### src/design/emv_pkg.sv
// Shared types and constants for the multi-turn encoder unwrapper and velocity estimator.
package emv_pkg;

  // configuration register file
  localparam int unsigned CFG_IDX_W  = 2;
  localparam int unsigned CFG_DATA_W = 24;

  localparam logic [CFG_IDX_W-1:0] REG_WRAP_THRESHOLD = 2'd0;
  localparam logic [CFG_IDX_W-1:0] REG_WINDOW_US      = 2'd1;
  localparam logic [CFG_IDX_W-1:0] REG_MAX_ELAPSED_US = 2'd2;

  localparam int unsigned WRAP_THR_W = 14;
  localparam int unsigned WINDOW_W   = 20;
  localparam int unsigned MAX_ELAP_W = 24;

  localparam logic [WRAP_THR_W-1:0] WRAP_THR_RST = 14'd13107;
  localparam logic [WINDOW_W-1:0]   WINDOW_RST   = 20'd1000;
  localparam logic [MAX_ELAP_W-1:0] MAX_ELAP_RST = 24'd100000;

  // fixed-width result fields
  localparam int unsigned TURN_W = 32;
  localparam int unsigned VEL_W  = 32;

  localparam logic [VEL_W-1:0] VEL_POS_SAT = 32'h7FFF_FFFF;
  localparam logic [VEL_W-1:0] VEL_NEG_SAT = 32'h8000_0000;

  // scaling multiply: 44-bit magnitude in two 22-bit halves times 10^6
  localparam int unsigned MUL_IN_W   = 44;
  localparam int unsigned MUL_HALF_W = 22;
  localparam int unsigned US_PER_S_W = 20;
  localparam logic [US_PER_S_W-1:0] US_PER_S = 20'd1000000;
  localparam int unsigned PROD_W     = MUL_HALF_W + US_PER_S_W;
  localparam int unsigned NUM_W      = 64;

  // restoring divider: 32 quotient bits, divisor below 2^24
  localparam int unsigned QUO_W      = 32;
  localparam int unsigned DIVISOR_W  = 24;
  localparam int unsigned DIV_CNT_W  = 5;

  typedef enum logic [3:0] {
    ST_IDLE,
    ST_UPDATE,
    ST_EVAL,
    ST_MAG,
    ST_MUL_LO,
    ST_MUL_HI,
    ST_SUM,
    ST_DIV_INIT,
    ST_DIV,
    ST_FINISH,
    ST_DONE
  } emv_state_e;

  typedef struct packed {
    logic accept;
    logic update;
    logic eval;
    logic mag;
    logic mul_lo;
    logic mul_hi;
    logic sum;
    logic div_init;
    logic div_step;
    logic finish;
    logic load_out;
  } emv_cmd_t;

  typedef struct packed {
    logic restart;
    logic window_hit;
    logic out_free;
  } emv_status_t;

endpackage

### src/design/emv_ctrl.sv
// Sequencer for the unwrap, scaling and division steps of one transaction.
module emv_ctrl (
  input  logic                 clk_i,
  input  logic                 rst_ni,
  input  logic                 in_valid_i,
  output logic                 in_ready_o,
  input  emv_pkg::emv_status_t sts_i,
  output emv_pkg::emv_cmd_t    cmd_o
);
  import emv_pkg::*;

  emv_state_e             state_q, state_d;
  logic [DIV_CNT_W-1:0]   cnt_q, cnt_d;

  always_ff @(posedge clk_i or negedge rst_ni) begin
    if (!rst_ni) begin
      state_q <= ST_IDLE;
      cnt_q   <= '0;
    end else begin
      state_q <= state_d;
      cnt_q   <= cnt_d;
    end
  end

  always_comb begin
    state_d    = state_q;
    cnt_d      = cnt_q;
    cmd_o      = '0;
    in_ready_o = 1'b0;
    unique case (state_q)
      ST_IDLE: begin
        in_ready_o = 1'b1;
        if (in_valid_i) begin
          cmd_o.accept = 1'b1;
          state_d      = ST_UPDATE;
        end
      end
      ST_UPDATE: begin
        cmd_o.update = 1'b1;
        state_d      = sts_i.restart ? ST_DONE : ST_EVAL;
      end
      ST_EVAL: begin
        cmd_o.eval = 1'b1;
        state_d    = sts_i.window_hit ? ST_MAG : ST_DONE;
      end
      ST_MAG: begin
        cmd_o.mag = 1'b1;
        state_d   = ST_MUL_LO;
      end
      ST_MUL_LO: begin
        cmd_o.mul_lo = 1'b1;
        state_d      = ST_MUL_HI;
      end
      ST_MUL_HI: begin
        cmd_o.mul_hi = 1'b1;
        state_d      = ST_SUM;
      end
      ST_SUM: begin
        cmd_o.sum = 1'b1;
        state_d   = ST_DIV_INIT;
      end
      ST_DIV_INIT: begin
        cmd_o.div_init = 1'b1;
        cnt_d          = '0;
        state_d        = ST_DIV;
      end
      ST_DIV: begin
        cmd_o.div_step = 1'b1;
        cnt_d          = cnt_q + 1'b1;
        if (cnt_q == DIV_CNT_W'(QUO_W - 1)) begin
          state_d = ST_FINISH;
        end
      end
      ST_FINISH: begin
        cmd_o.finish = 1'b1;
        state_d      = ST_DONE;
      end
      ST_DONE: begin
        if (sts_i.out_free) begin
          cmd_o.load_out = 1'b1;
          state_d        = ST_IDLE;
        end
      end
      default: state_d = ST_IDLE;
    endcase
  end

endmodule

### src/design/emv_dp.sv
// Datapath: config registers, turn tracking, velocity scaling and divider, result buffer.
module emv_dp #(
  parameter int unsigned ANGLE_BITS = 14,
  parameter int unsigned TIME_BITS  = 32
) (
  input  logic                              clk_i,
  input  logic                              rst_ni,
  // register writes
  input  logic                              cfg_we_i,
  input  logic [emv_pkg::CFG_IDX_W-1:0]     cfg_index_i,
  input  logic [emv_pkg::CFG_DATA_W-1:0]    cfg_data_i,
  // input item
  input  logic                              action_i,
  input  logic [ANGLE_BITS-1:0]             raw_angle_i,
  input  logic [TIME_BITS-1:0]              timestamp_us_i,
  // sequencing
  input  emv_pkg::emv_cmd_t                 cmd_i,
  output emv_pkg::emv_status_t              sts_o,
  // result buffer
  input  logic                              out_ready_i,
  output logic                              out_valid_o,
  output logic [emv_pkg::TURN_W-1:0]        rotation_count_o,
  output logic [ANGLE_BITS-1:0]             lap_angle_o,
  output logic [emv_pkg::TURN_W+ANGLE_BITS-1:0] full_position_o,
  output logic [emv_pkg::VEL_W-1:0]         velocity_o,
  output logic                              velocity_fresh_o
);
  import emv_pkg::*;

  localparam int unsigned A      = ANGLE_BITS;
  localparam int unsigned POS_W  = TURN_W + A;
  localparam int unsigned DPOS_W = POS_W + 1;
  localparam int unsigned MAG_W  = POS_W;
  localparam int unsigned MAGX_W = (MAG_W > MUL_IN_W) ? MAG_W : MUL_IN_W + 1;
  localparam int unsigned THR_W  = (A > WRAP_THR_W) ? A : WRAP_THR_W;
  localparam int unsigned CMP_W  = (TIME_BITS > MAX_ELAP_W) ? TIME_BITS : MAX_ELAP_W;

  // configuration
  logic [WRAP_THR_W-1:0] thr_q;
  logic [WINDOW_W-1:0]   win_q;
  logic [MAX_ELAP_W-1:0] max_q;

  always_ff @(posedge clk_i or negedge rst_ni) begin
    if (!rst_ni) begin
      thr_q <= WRAP_THR_RST;
      win_q <= WINDOW_RST;
      max_q <= MAX_ELAP_RST;
    end else if (cfg_we_i) begin
      unique case (cfg_index_i)
        REG_WRAP_THRESHOLD: thr_q <= cfg_data_i[WRAP_THR_W-1:0];
        REG_WINDOW_US:      win_q <= cfg_data_i[WINDOW_W-1:0];
        REG_MAX_ELAPSED_US: max_q <= cfg_data_i[MAX_ELAP_W-1:0];
        default: ;
      endcase
    end
  end

  // architectural state
  logic [A-1:0]         prev_q, ref_angle_q;
  logic [TURN_W-1:0]    turn_q, ref_turns_q;
  logic [TIME_BITS-1:0] ref_time_q;
  logic [VEL_W-1:0]     held_q;
  logic                 fresh_q;

  // per-transaction working registers
  logic                 action_q;
  logic [A-1:0]         angle_q;
  logic [TIME_BITS-1:0] ts_q, elapsed_q;
  logic                 zero_q, neg_q, big_q, ovf_q;
  logic signed [DPOS_W-1:0] dpos_q;
  logic [MUL_IN_W-1:0]  mag_q;
  logic [PROD_W-1:0]    prod_lo_q, prod_hi_q;
  logic [NUM_W-1:0]     num_q;
  logic [DIVISOR_W-1:0] rem_q;
  logic [QUO_W-1:0]     quo_q;

  // result buffer
  logic                 out_valid_q;
  logic [TURN_W-1:0]    out_rot_q;
  logic [A-1:0]         out_lap_q;
  logic [POS_W-1:0]     out_pos_q;
  logic [VEL_W-1:0]     out_vel_q;
  logic                 out_fresh_q;

  // wrap detection
  logic signed [A:0]    dlt;
  logic [A:0]           dlt_abs;
  logic                 wrap;
  logic [TURN_W-1:0]    turn_d;

  always_comb begin
    dlt     = $signed({1'b0, angle_q}) - $signed({1'b0, prev_q});
    dlt_abs = dlt[A] ? -dlt : dlt;
    wrap    = THR_W'(dlt_abs[A-1:0]) > THR_W'(thr_q);
    turn_d  = turn_q;
    if (wrap) begin
      // forward jump means a backward wrap past zero
      turn_d = dlt[A] ? turn_q + 1'b1 : turn_q - 1'b1;
    end
  end

  // elapsed time checks
  logic [CMP_W-1:0]     elapsed_x;
  logic [DIVISOR_W-1:0] divisor;
  assign elapsed_x = CMP_W'(elapsed_q);
  assign divisor   = elapsed_x[DIVISOR_W-1:0];

  // position moved since the reference
  logic signed [TURN_W-1:0] dturns;
  logic signed [A:0]        dang;
  logic signed [DPOS_W-1:0] dpos_d;
  always_comb begin
    dturns = $signed(turn_q - ref_turns_q);
    dang   = $signed({1'b0, prev_q}) - $signed({1'b0, ref_angle_q});
    dpos_d = (DPOS_W'(dturns) <<< A) + DPOS_W'(dang);
  end

  logic [DPOS_W-1:0] dpos_abs;
  logic [MAGX_W-1:0] mag_x;
  assign dpos_abs = dpos_q[DPOS_W-1] ? 0 - dpos_q : dpos_q;
  assign mag_x    = MAGX_W'(dpos_abs[MAG_W-1:0]);

  // one shared 22x20 multiplier
  logic [MUL_HALF_W-1:0] mul_a;
  logic [PROD_W-1:0]     prod;
  assign mul_a = cmd_i.mul_lo ? mag_q[MUL_HALF_W-1:0] : mag_q[MUL_IN_W-1:MUL_HALF_W];
  assign prod  = PROD_W'(mul_a) * PROD_W'(US_PER_S);

  // one restoring division step
  logic [DIVISOR_W:0]   trial;
  logic                 trial_ge;
  assign trial    = {rem_q, quo_q[QUO_W-1]};
  assign trial_ge = trial >= {1'b0, divisor};

  logic [VEL_W-1:0] vel_new;
  always_comb begin
    if (zero_q) begin
      vel_new = '0;
    end else if (ovf_q || big_q || quo_q[QUO_W-1]) begin
      vel_new = neg_q ? VEL_NEG_SAT : VEL_POS_SAT;
    end else begin
      vel_new = neg_q ? 0 - quo_q : quo_q;
    end
  end

  always_ff @(posedge clk_i or negedge rst_ni) begin
    if (!rst_ni) begin
      prev_q      <= '0;
      ref_angle_q <= '0;
      turn_q      <= '0;
      ref_turns_q <= '0;
      ref_time_q  <= '0;
      held_q      <= '0;
      fresh_q     <= 1'b0;
    end else begin
      if (cmd_i.accept) begin
        fresh_q <= 1'b0;
      end
      if (cmd_i.update) begin
        prev_q <= angle_q;
        if (action_q) begin
          ref_angle_q <= angle_q;
          ref_time_q  <= ts_q;
          ref_turns_q <= turn_q;
          held_q      <= '0;
        end else begin
          turn_q <= turn_d;
        end
      end
      if (cmd_i.finish) begin
        held_q      <= vel_new;
        ref_angle_q <= prev_q;
        ref_turns_q <= turn_q;
        ref_time_q  <= ts_q;
        fresh_q     <= 1'b1;
      end
    end
  end

  always_ff @(posedge clk_i) begin
    if (cmd_i.accept) begin
      action_q <= action_i;
      angle_q  <= raw_angle_i;
      ts_q     <= timestamp_us_i;
    end
    if (cmd_i.update) begin
      elapsed_q <= ts_q - ref_time_q;
    end
    if (cmd_i.eval) begin
      dpos_q <= dpos_d;
      zero_q <= (elapsed_x == '0) || (elapsed_x > CMP_W'(max_q));
    end
    if (cmd_i.mag) begin
      neg_q <= dpos_q[DPOS_W-1];
      big_q <= |mag_x[MAGX_W-1:MUL_IN_W];
      mag_q <= mag_x[MUL_IN_W-1:0];
    end
    if (cmd_i.mul_lo) begin
      prod_lo_q <= prod;
    end
    if (cmd_i.mul_hi) begin
      prod_hi_q <= prod;
    end
    if (cmd_i.sum) begin
      num_q <= (NUM_W'(prod_hi_q) << MUL_HALF_W) + NUM_W'(prod_lo_q);
    end
    if (cmd_i.div_init) begin
      // quotient of 2^32 or more saturates in any case
      ovf_q <= num_q[NUM_W-1:QUO_W] >= QUO_W'(divisor);
      rem_q <= num_q[QUO_W+DIVISOR_W-1:QUO_W];
      quo_q <= num_q[QUO_W-1:0];
    end
    if (cmd_i.div_step) begin
      rem_q <= trial_ge ? DIVISOR_W'(trial - {1'b0, divisor}) : trial[DIVISOR_W-1:0];
      quo_q <= {quo_q[QUO_W-2:0], trial_ge};
    end
  end

  // result buffer: frees the sequencer while the consumer stalls
  always_ff @(posedge clk_i or negedge rst_ni) begin
    if (!rst_ni) begin
      out_valid_q <= 1'b0;
    end else if (cmd_i.load_out) begin
      out_valid_q <= 1'b1;
    end else if (out_ready_i) begin
      out_valid_q <= 1'b0;
    end
  end

  always_ff @(posedge clk_i) begin
    if (cmd_i.load_out) begin
      out_rot_q   <= turn_q;
      out_lap_q   <= prev_q;
      out_pos_q   <= {turn_q, prev_q};
      out_vel_q   <= held_q;
      out_fresh_q <= fresh_q;
    end
  end

  assign sts_o.restart    = action_q;
  assign sts_o.window_hit = elapsed_x >= CMP_W'(win_q);
  assign sts_o.out_free   = !out_valid_q || out_ready_i;

  assign out_valid_o      = out_valid_q;
  assign rotation_count_o = out_rot_q;
  assign lap_angle_o      = out_lap_q;
  assign full_position_o  = out_pos_q;
  assign velocity_o       = out_vel_q;
  assign velocity_fresh_o = out_fresh_q;

endmodule

### src/design/encoder_multiturn_velocity.sv
// Top level: multi-turn encoder unwrapping with windowed velocity estimation.
//
//  channel  dir  handshake                     payload
//  -------  ---  ----------------------------  -----------------------------------------
//  s_axis   in   s_axis_tvalid/s_axis_tready   tdata: raw_angle, timestamp_us; tuser: action
//  m_axis   out  m_axis_tvalid/m_axis_tready   tdata: rotation_count, lap_angle,
//                                              full_position, velocity; tuser: velocity_fresh
//  cfg      in   cfg_valid_i/cfg_ready_o       cfg_index_i, cfg_data_i
//
// One transaction in at a time. A restart item passes through the update step only,
// an item inside the velocity window through update and window check, and an item that
// recomputes velocity through all steps: the 32-step restoring divider (one quotient bit
// per cycle) dominates, behind two passes through the shared 22x20 scaling multiplier.
// A one-entry result buffer lets the next item in while a result waits on m_axis;
// a stalled consumer only holds the sequencer once a second result is ready.
// Reset (async, active low) clears turn count, references and held velocity and
// loads the register defaults. The cfg channel is always ready.
module encoder_multiturn_velocity #(
  parameter int unsigned ANGLE_BITS = 14,
  parameter int unsigned TIME_BITS  = 32
) (
  input  logic                          clk_i,
  input  logic                          rst_ni,
  // input stream
  input  logic                          s_axis_tvalid,
  output logic                          s_axis_tready,
  // [ANGLE_BITS-1:0] raw_angle, then timestamp_us, zero fill to whole bytes
  input  logic [((ANGLE_BITS+TIME_BITS+7)/8)*8-1:0] s_axis_tdata,
  // [0] action: 0 sample, 1 restart references
  input  logic [0:0]                    s_axis_tuser,
  // result stream
  output logic                          m_axis_tvalid,
  input  logic                          m_axis_tready,
  // rotation_count (32), lap_angle, full_position (32+ANGLE_BITS), velocity (32),
  // zero fill to whole bytes
  output logic [((3*32+2*ANGLE_BITS+7)/8)*8-1:0] m_axis_tdata,
  // [0] velocity_fresh
  output logic [0:0]                    m_axis_tuser,
  // register writes
  input  logic                          cfg_valid_i,
  output logic                          cfg_ready_o,
  input  logic [emv_pkg::CFG_IDX_W-1:0] cfg_index_i,
  input  logic [emv_pkg::CFG_DATA_W-1:0] cfg_data_i
);
  import emv_pkg::*;

  localparam int unsigned OUT_DW = ((3*32 + 2*ANGLE_BITS + 7) / 8) * 8;
  localparam int unsigned POS_W  = TURN_W + ANGLE_BITS;

  emv_cmd_t    cmd;
  emv_status_t sts;

  logic [TURN_W-1:0]     rotation_count;
  logic [ANGLE_BITS-1:0] lap_angle;
  logic [POS_W-1:0]      full_position;
  logic [VEL_W-1:0]      velocity;
  logic                  velocity_fresh;

  assign cfg_ready_o = 1'b1;

  emv_ctrl u_ctrl (
    .clk_i      (clk_i),
    .rst_ni     (rst_ni),
    .in_valid_i (s_axis_tvalid),
    .in_ready_o (s_axis_tready),
    .sts_i      (sts),
    .cmd_o      (cmd)
  );

  emv_dp #(
    .ANGLE_BITS (ANGLE_BITS),
    .TIME_BITS  (TIME_BITS)
  ) u_dp (
    .clk_i            (clk_i),
    .rst_ni           (rst_ni),
    .cfg_we_i         (cfg_valid_i),
    .cfg_index_i      (cfg_index_i),
    .cfg_data_i       (cfg_data_i),
    .action_i         (s_axis_tuser[0]),
    .raw_angle_i      (s_axis_tdata[ANGLE_BITS-1:0]),
    .timestamp_us_i   (s_axis_tdata[ANGLE_BITS+TIME_BITS-1:ANGLE_BITS]),
    .cmd_i            (cmd),
    .sts_o            (sts),
    .out_ready_i      (m_axis_tready),
    .out_valid_o      (m_axis_tvalid),
    .rotation_count_o (rotation_count),
    .lap_angle_o      (lap_angle),
    .full_position_o  (full_position),
    .velocity_o       (velocity),
    .velocity_fresh_o (velocity_fresh)
  );

  assign m_axis_tdata = OUT_DW'({velocity, full_position, lap_angle, rotation_count});
  assign m_axis_tuser = velocity_fresh;

endmodule

### config.mk
export PLATFORM = sky130hd
export DESIGN_NAME = encoder_multiturn_velocity
export DESIGN_NICKNAME = d
export VERILOG_FILES = /design/src/design/emv_pkg.sv /design/src/design/emv_ctrl.sv /design/src/design/emv_dp.sv /design/src/design/encoder_multiturn_velocity.sv
export SDC_FILE = /design/constraint.sdc
export NUM_CORES = 2
export LEC_CHECK = 0
export ABC_AREA = 1
export CAP_MARGIN = 20
export CORE_ASPECT_RATIO = 1.1
export CORE_MARGIN = 4
export CORE_UTILIZATION = 55
export DETAILED_ROUTE_END_ITERATION = 7
export DONT_BUFFER_PORTS = 1
export PLACE_DENSITY = 0.7
export SKIP_LAST_GASP = 1
export SLEW_MARGIN = 20
export SYNTH_ARGS = -nofsm -noshare
export SYNTH_HDL_FRONTEND = slang
export SYNTH_SLANG_ARGS = --single-unit
### constraint.sdc
create_clock -name clk_i -period 18.5 [get_ports clk_i]
set_clock_uncertainty 0.05 [all_clocks]
set_input_delay 1.85 -clock clk_i [delete_from_list [all_inputs] [get_ports clk_i]]
set_output_delay 1.85 -clock clk_i [all_outputs]
set_load 0.1 [all_outputs]
==> impl_metrics.py <==
metrics = {
    "floorplan": {
        "start_util": 0.556,
        "die_h_um": 310,
        "placeableCoreArea_sq_um": 82000,
        "die_area_sq_um": 87600,
        "die_w_um": 283,
        "num_rows": 110,
        "io_pins": 212,
    },
    "critical_path": {
        "worst-path-max-fanout": 38,
        "required_ps": 18890,
        "worst_setup_path_start_kind": "flip-flop",
        "endpoint_kind": "flip-flop",
        "critPathKind": "reg2reg",
        "cp.arrival_ps": 7990,
    },
    "cells_and_area": {
        "nets": 6009,
        "stdcell_area_sq_um": 50200,
        "utilization": 0.612,
        "area_delta_synth_final_pct": 10.1,
        "drive_gt1_frac": 0.0536,
    },
    "yosys": {
        "syn_area_per_cell_sq_um": 8.41,
        "ys.flop_type": "edfxtp_1",
        "synth_warnings": 0,
        "syn_area_sq_um": 45600,
        "ys_async_sr_fraction": 0.339,
        "synth_edf_count": 439,
        "seq_area_frac_synth": 0.413,
        "synth_cell_types": 57,
        "synth_cells": 5422,
        "synth_seq_cells": 664,
    },
    "sta": {
        "final_max_slew_viol_count": 0,
        "finalHoldViolCount": 0,
        "setup-violations-final": 0,
        "tns_ps": 0,
        "min_period_ps": 7600,
        "rsz0062_at_grt": "false",
        "min_period_over_period": 0.411,
        "tightestPinTransition_ps": 1120,
        "slew_headroom": 0.253,
        "clock.fmax_mhz": 132,
    },
    "route": {
        "post_drt_wl_per_cell_um": 18.3,
        "dr_total_vias": 36028,
        "drcViolationCount": 0,
        "drtIter0Drc": 2344,
        "totalWireLength_um": 121000,
        "vias_per_cell": 5.48,
        "antenna_left": 0,
        "first_pass_iters": 5,
    },
    "placed_design": {
        "gp_congestion": 0.966,
        "placed_cell_area_sq_um": 47800,
        "io_buffers": 0,
        "hpwlAfterDp_um": 96100,
    },
    "grt": {
        "grt_start_max_net_pins": 226,
        "grt_pass1_wl_um": 189000,
        "gr-total-overflow": 0,
        "grtUsageTotal": 0.275,
        "grt_pass1_vias": 35280,
        "antenna_found_initial": 13,
    },
    "cts": {
        "cts_made_buffers": 72,
        "cts.sinks": 664,
        "htree_num_levels": 3,
        "path_clk_slew_ps": 60,
        "clk_latency_ps": 640,
        "postCtsResizedCells": 0,
        "cts_buffer_depth": 3,
        "tritoncts": "yes",
        "cts-root-buf": "clkbuf_16",
        "post-cts-setup-buffers": 0,
        "ctsHoldBuffers": 0,
    },
    "worst_hold_path": {
        "hold_path.class": "reg2reg",
    },
    "outcome": {
        "status": "completed",
    },
    "run": {
        "maxCapViolCount": 0,
    },
}
==> worst max-delay path, stage by stage, from the launching register on <==
cell and delay (ps):
dfrtp_1 430, nor2_1 200, inv_1 120, nor2_4 100, buf_4 360, inv_2 310, o21ai_1 710, inv_1 190
xor2_1 190, inv_1 80, ha_1 180, or2_1 250, fa_1 490, fa_1 570, fa_1 430, ha_1 290
inv_1 50, fa_1 500, inv_1 40, ha_1 360, nand2_1 110, nor2_1 210, nand2_1 70, o21ai_0 560
nand3_1 130, nand2_1 130, xor2_1 260
==> cell families after synthesis <==
| family | after synthesis | synth area share |
|---|---|---|
| simple gates | 2203 | 0.202 |
| buf+inv | 924 | 0.0817 |
| compound gates | 896 | 0.107 |
| flops | 664 | 0.413 |
| fa+ha+maj | 487 | 0.148 |
| xor+xnor | 246 | 0.0472 |
| other cells | 2 | 0.000165 |
==> synth_stat cells (34+ instances only) <==
master | count | area share
nand2_1 | 1255 | 0.10
dfrtp_1 | 205 | 0.11
buf_4 | 51 | 0.0084
nand4_1 | 97 | 0.013
nor2_1 | 439 | 0.036
ha_1 | 399 | 0.11
nor3_1 | 71 | 0.0078
edfxtp_1 | 439 | 0.29
o21ai_1 | 34 | 0.0037
inv_1 | 776 | 0.064
o21ai_0 | 388 | 0.043
xor2_1 | 184 | 0.035
clkbuf_1 | 42 | 0.0035
nand3_1 | 248 | 0.027
fa_1 | 88 | 0.039
xnor2_1 | 62 | 0.012
a21oi_1 | 316 | 0.035
==> final timing paths <==
check	from	endpoint	slack, ps	cells past startpoint
max	u_ctrl.state_q[1]	u_dp.prod_lo_q[39]	10900	26
min in group asynchronous	rst_ni	u_dp.held_q[16]	880	0
min reg2reg	u_dp.prod_lo_q[6]	u_dp.num_q[6]	370	0
max in group asynchronous	rst_ni	u_dp.ref_angle_q[0]	16810	0
min	u_dp.prod_lo_q[6]	u_dp.num_q[6]	370	0
max reg2reg	u_ctrl.state_q[1]	u_dp.prod_lo_q[39]	10900	26
==> placed cells by master (no fill, tap or decap), drive strengths merged, types with 3 or more instances in the layout <==
cell type / count
a211oi: 3
conb: 5
xor2: 184
and3: 6
o21ai: 431
nand2: 1260
nand3b: 13
xnor2: 62
nand4: 98
or2: 25
ha: 399
inv: 797
a21boi: 14
and2: 6
edfxtp: 439
bufinv: 5
dfstp: 20
dfrtp: 205
nor3: 74
clkbuf: 88
nand3: 251
o211ai: 23
o21a: 17
buf: 75
o31ai: 3
nor3b: 3
o21bai: 27
nor4: 19
a21oi: 318
nor2: 448
diode: 9
a31oi: 20
fa: 88
a21o: 33
clkinv: 33
==> sequential cells by signal, summed over array words and instances (netlist names), 20 cells and up <==
name and cells:
u_dp.num_q 58, u_dp.dpos_q 47, u_dp.full_position_o 46, u_dp.mag_q 44, u_dp.prod_hi_q 36, u_dp.prod_lo_q 36, u_dp.elapsed_q 32, u_dp.held_q 32
u_dp.quo_q 32, u_dp.ref_time_q 32, u_dp.ref_turns_q 32, u_dp.ts_q 32, u_dp.turn_q 32, u_dp.velocity_o 32, u_dp.max_q 24, u_dp.rem_q 24
u_dp.win_q 20
==> layer usage <==
metal  share of wire  GRT usage  vias up
met5         0.00027          0        -
met2            0.49      0.476      974
li1                -          -    18017
met1            0.40      0.332    16722
met4           0.055      0.139        6
met3           0.055     0.0464      309
==> stage by stage <==
| stage | setup WS (ps) | hold slack, ps | instances |
|---|---|---|---|
| CTS | 10840 | 366 | 6565 |
| global placement | 10960 | 351 | 6432 |
| detailed placement | 10840 | 355 | 6432 |
| global route | 10290 | 370 | 6565 |
| finish | 10900 | 366 | 6574 |
| floorplan | 11760 | 350 | 5425 |
==> final cells by class <==
class,instances,area [sq um]
Inverter,792,2970
Tap cell,1064,1330
Sequential cell,664,18800
Fill cell,7231,31800
Antenna cell,9,22.5
Timing Repair Buffer,75,1490
Clock inverter,45,435
Multi-Input combinational cell,3837,23100
Clock buffer,88,1980
Power is not shown: default switching activity piles up to over one toggle a cycle in this logic, so the estimate is an artifact.
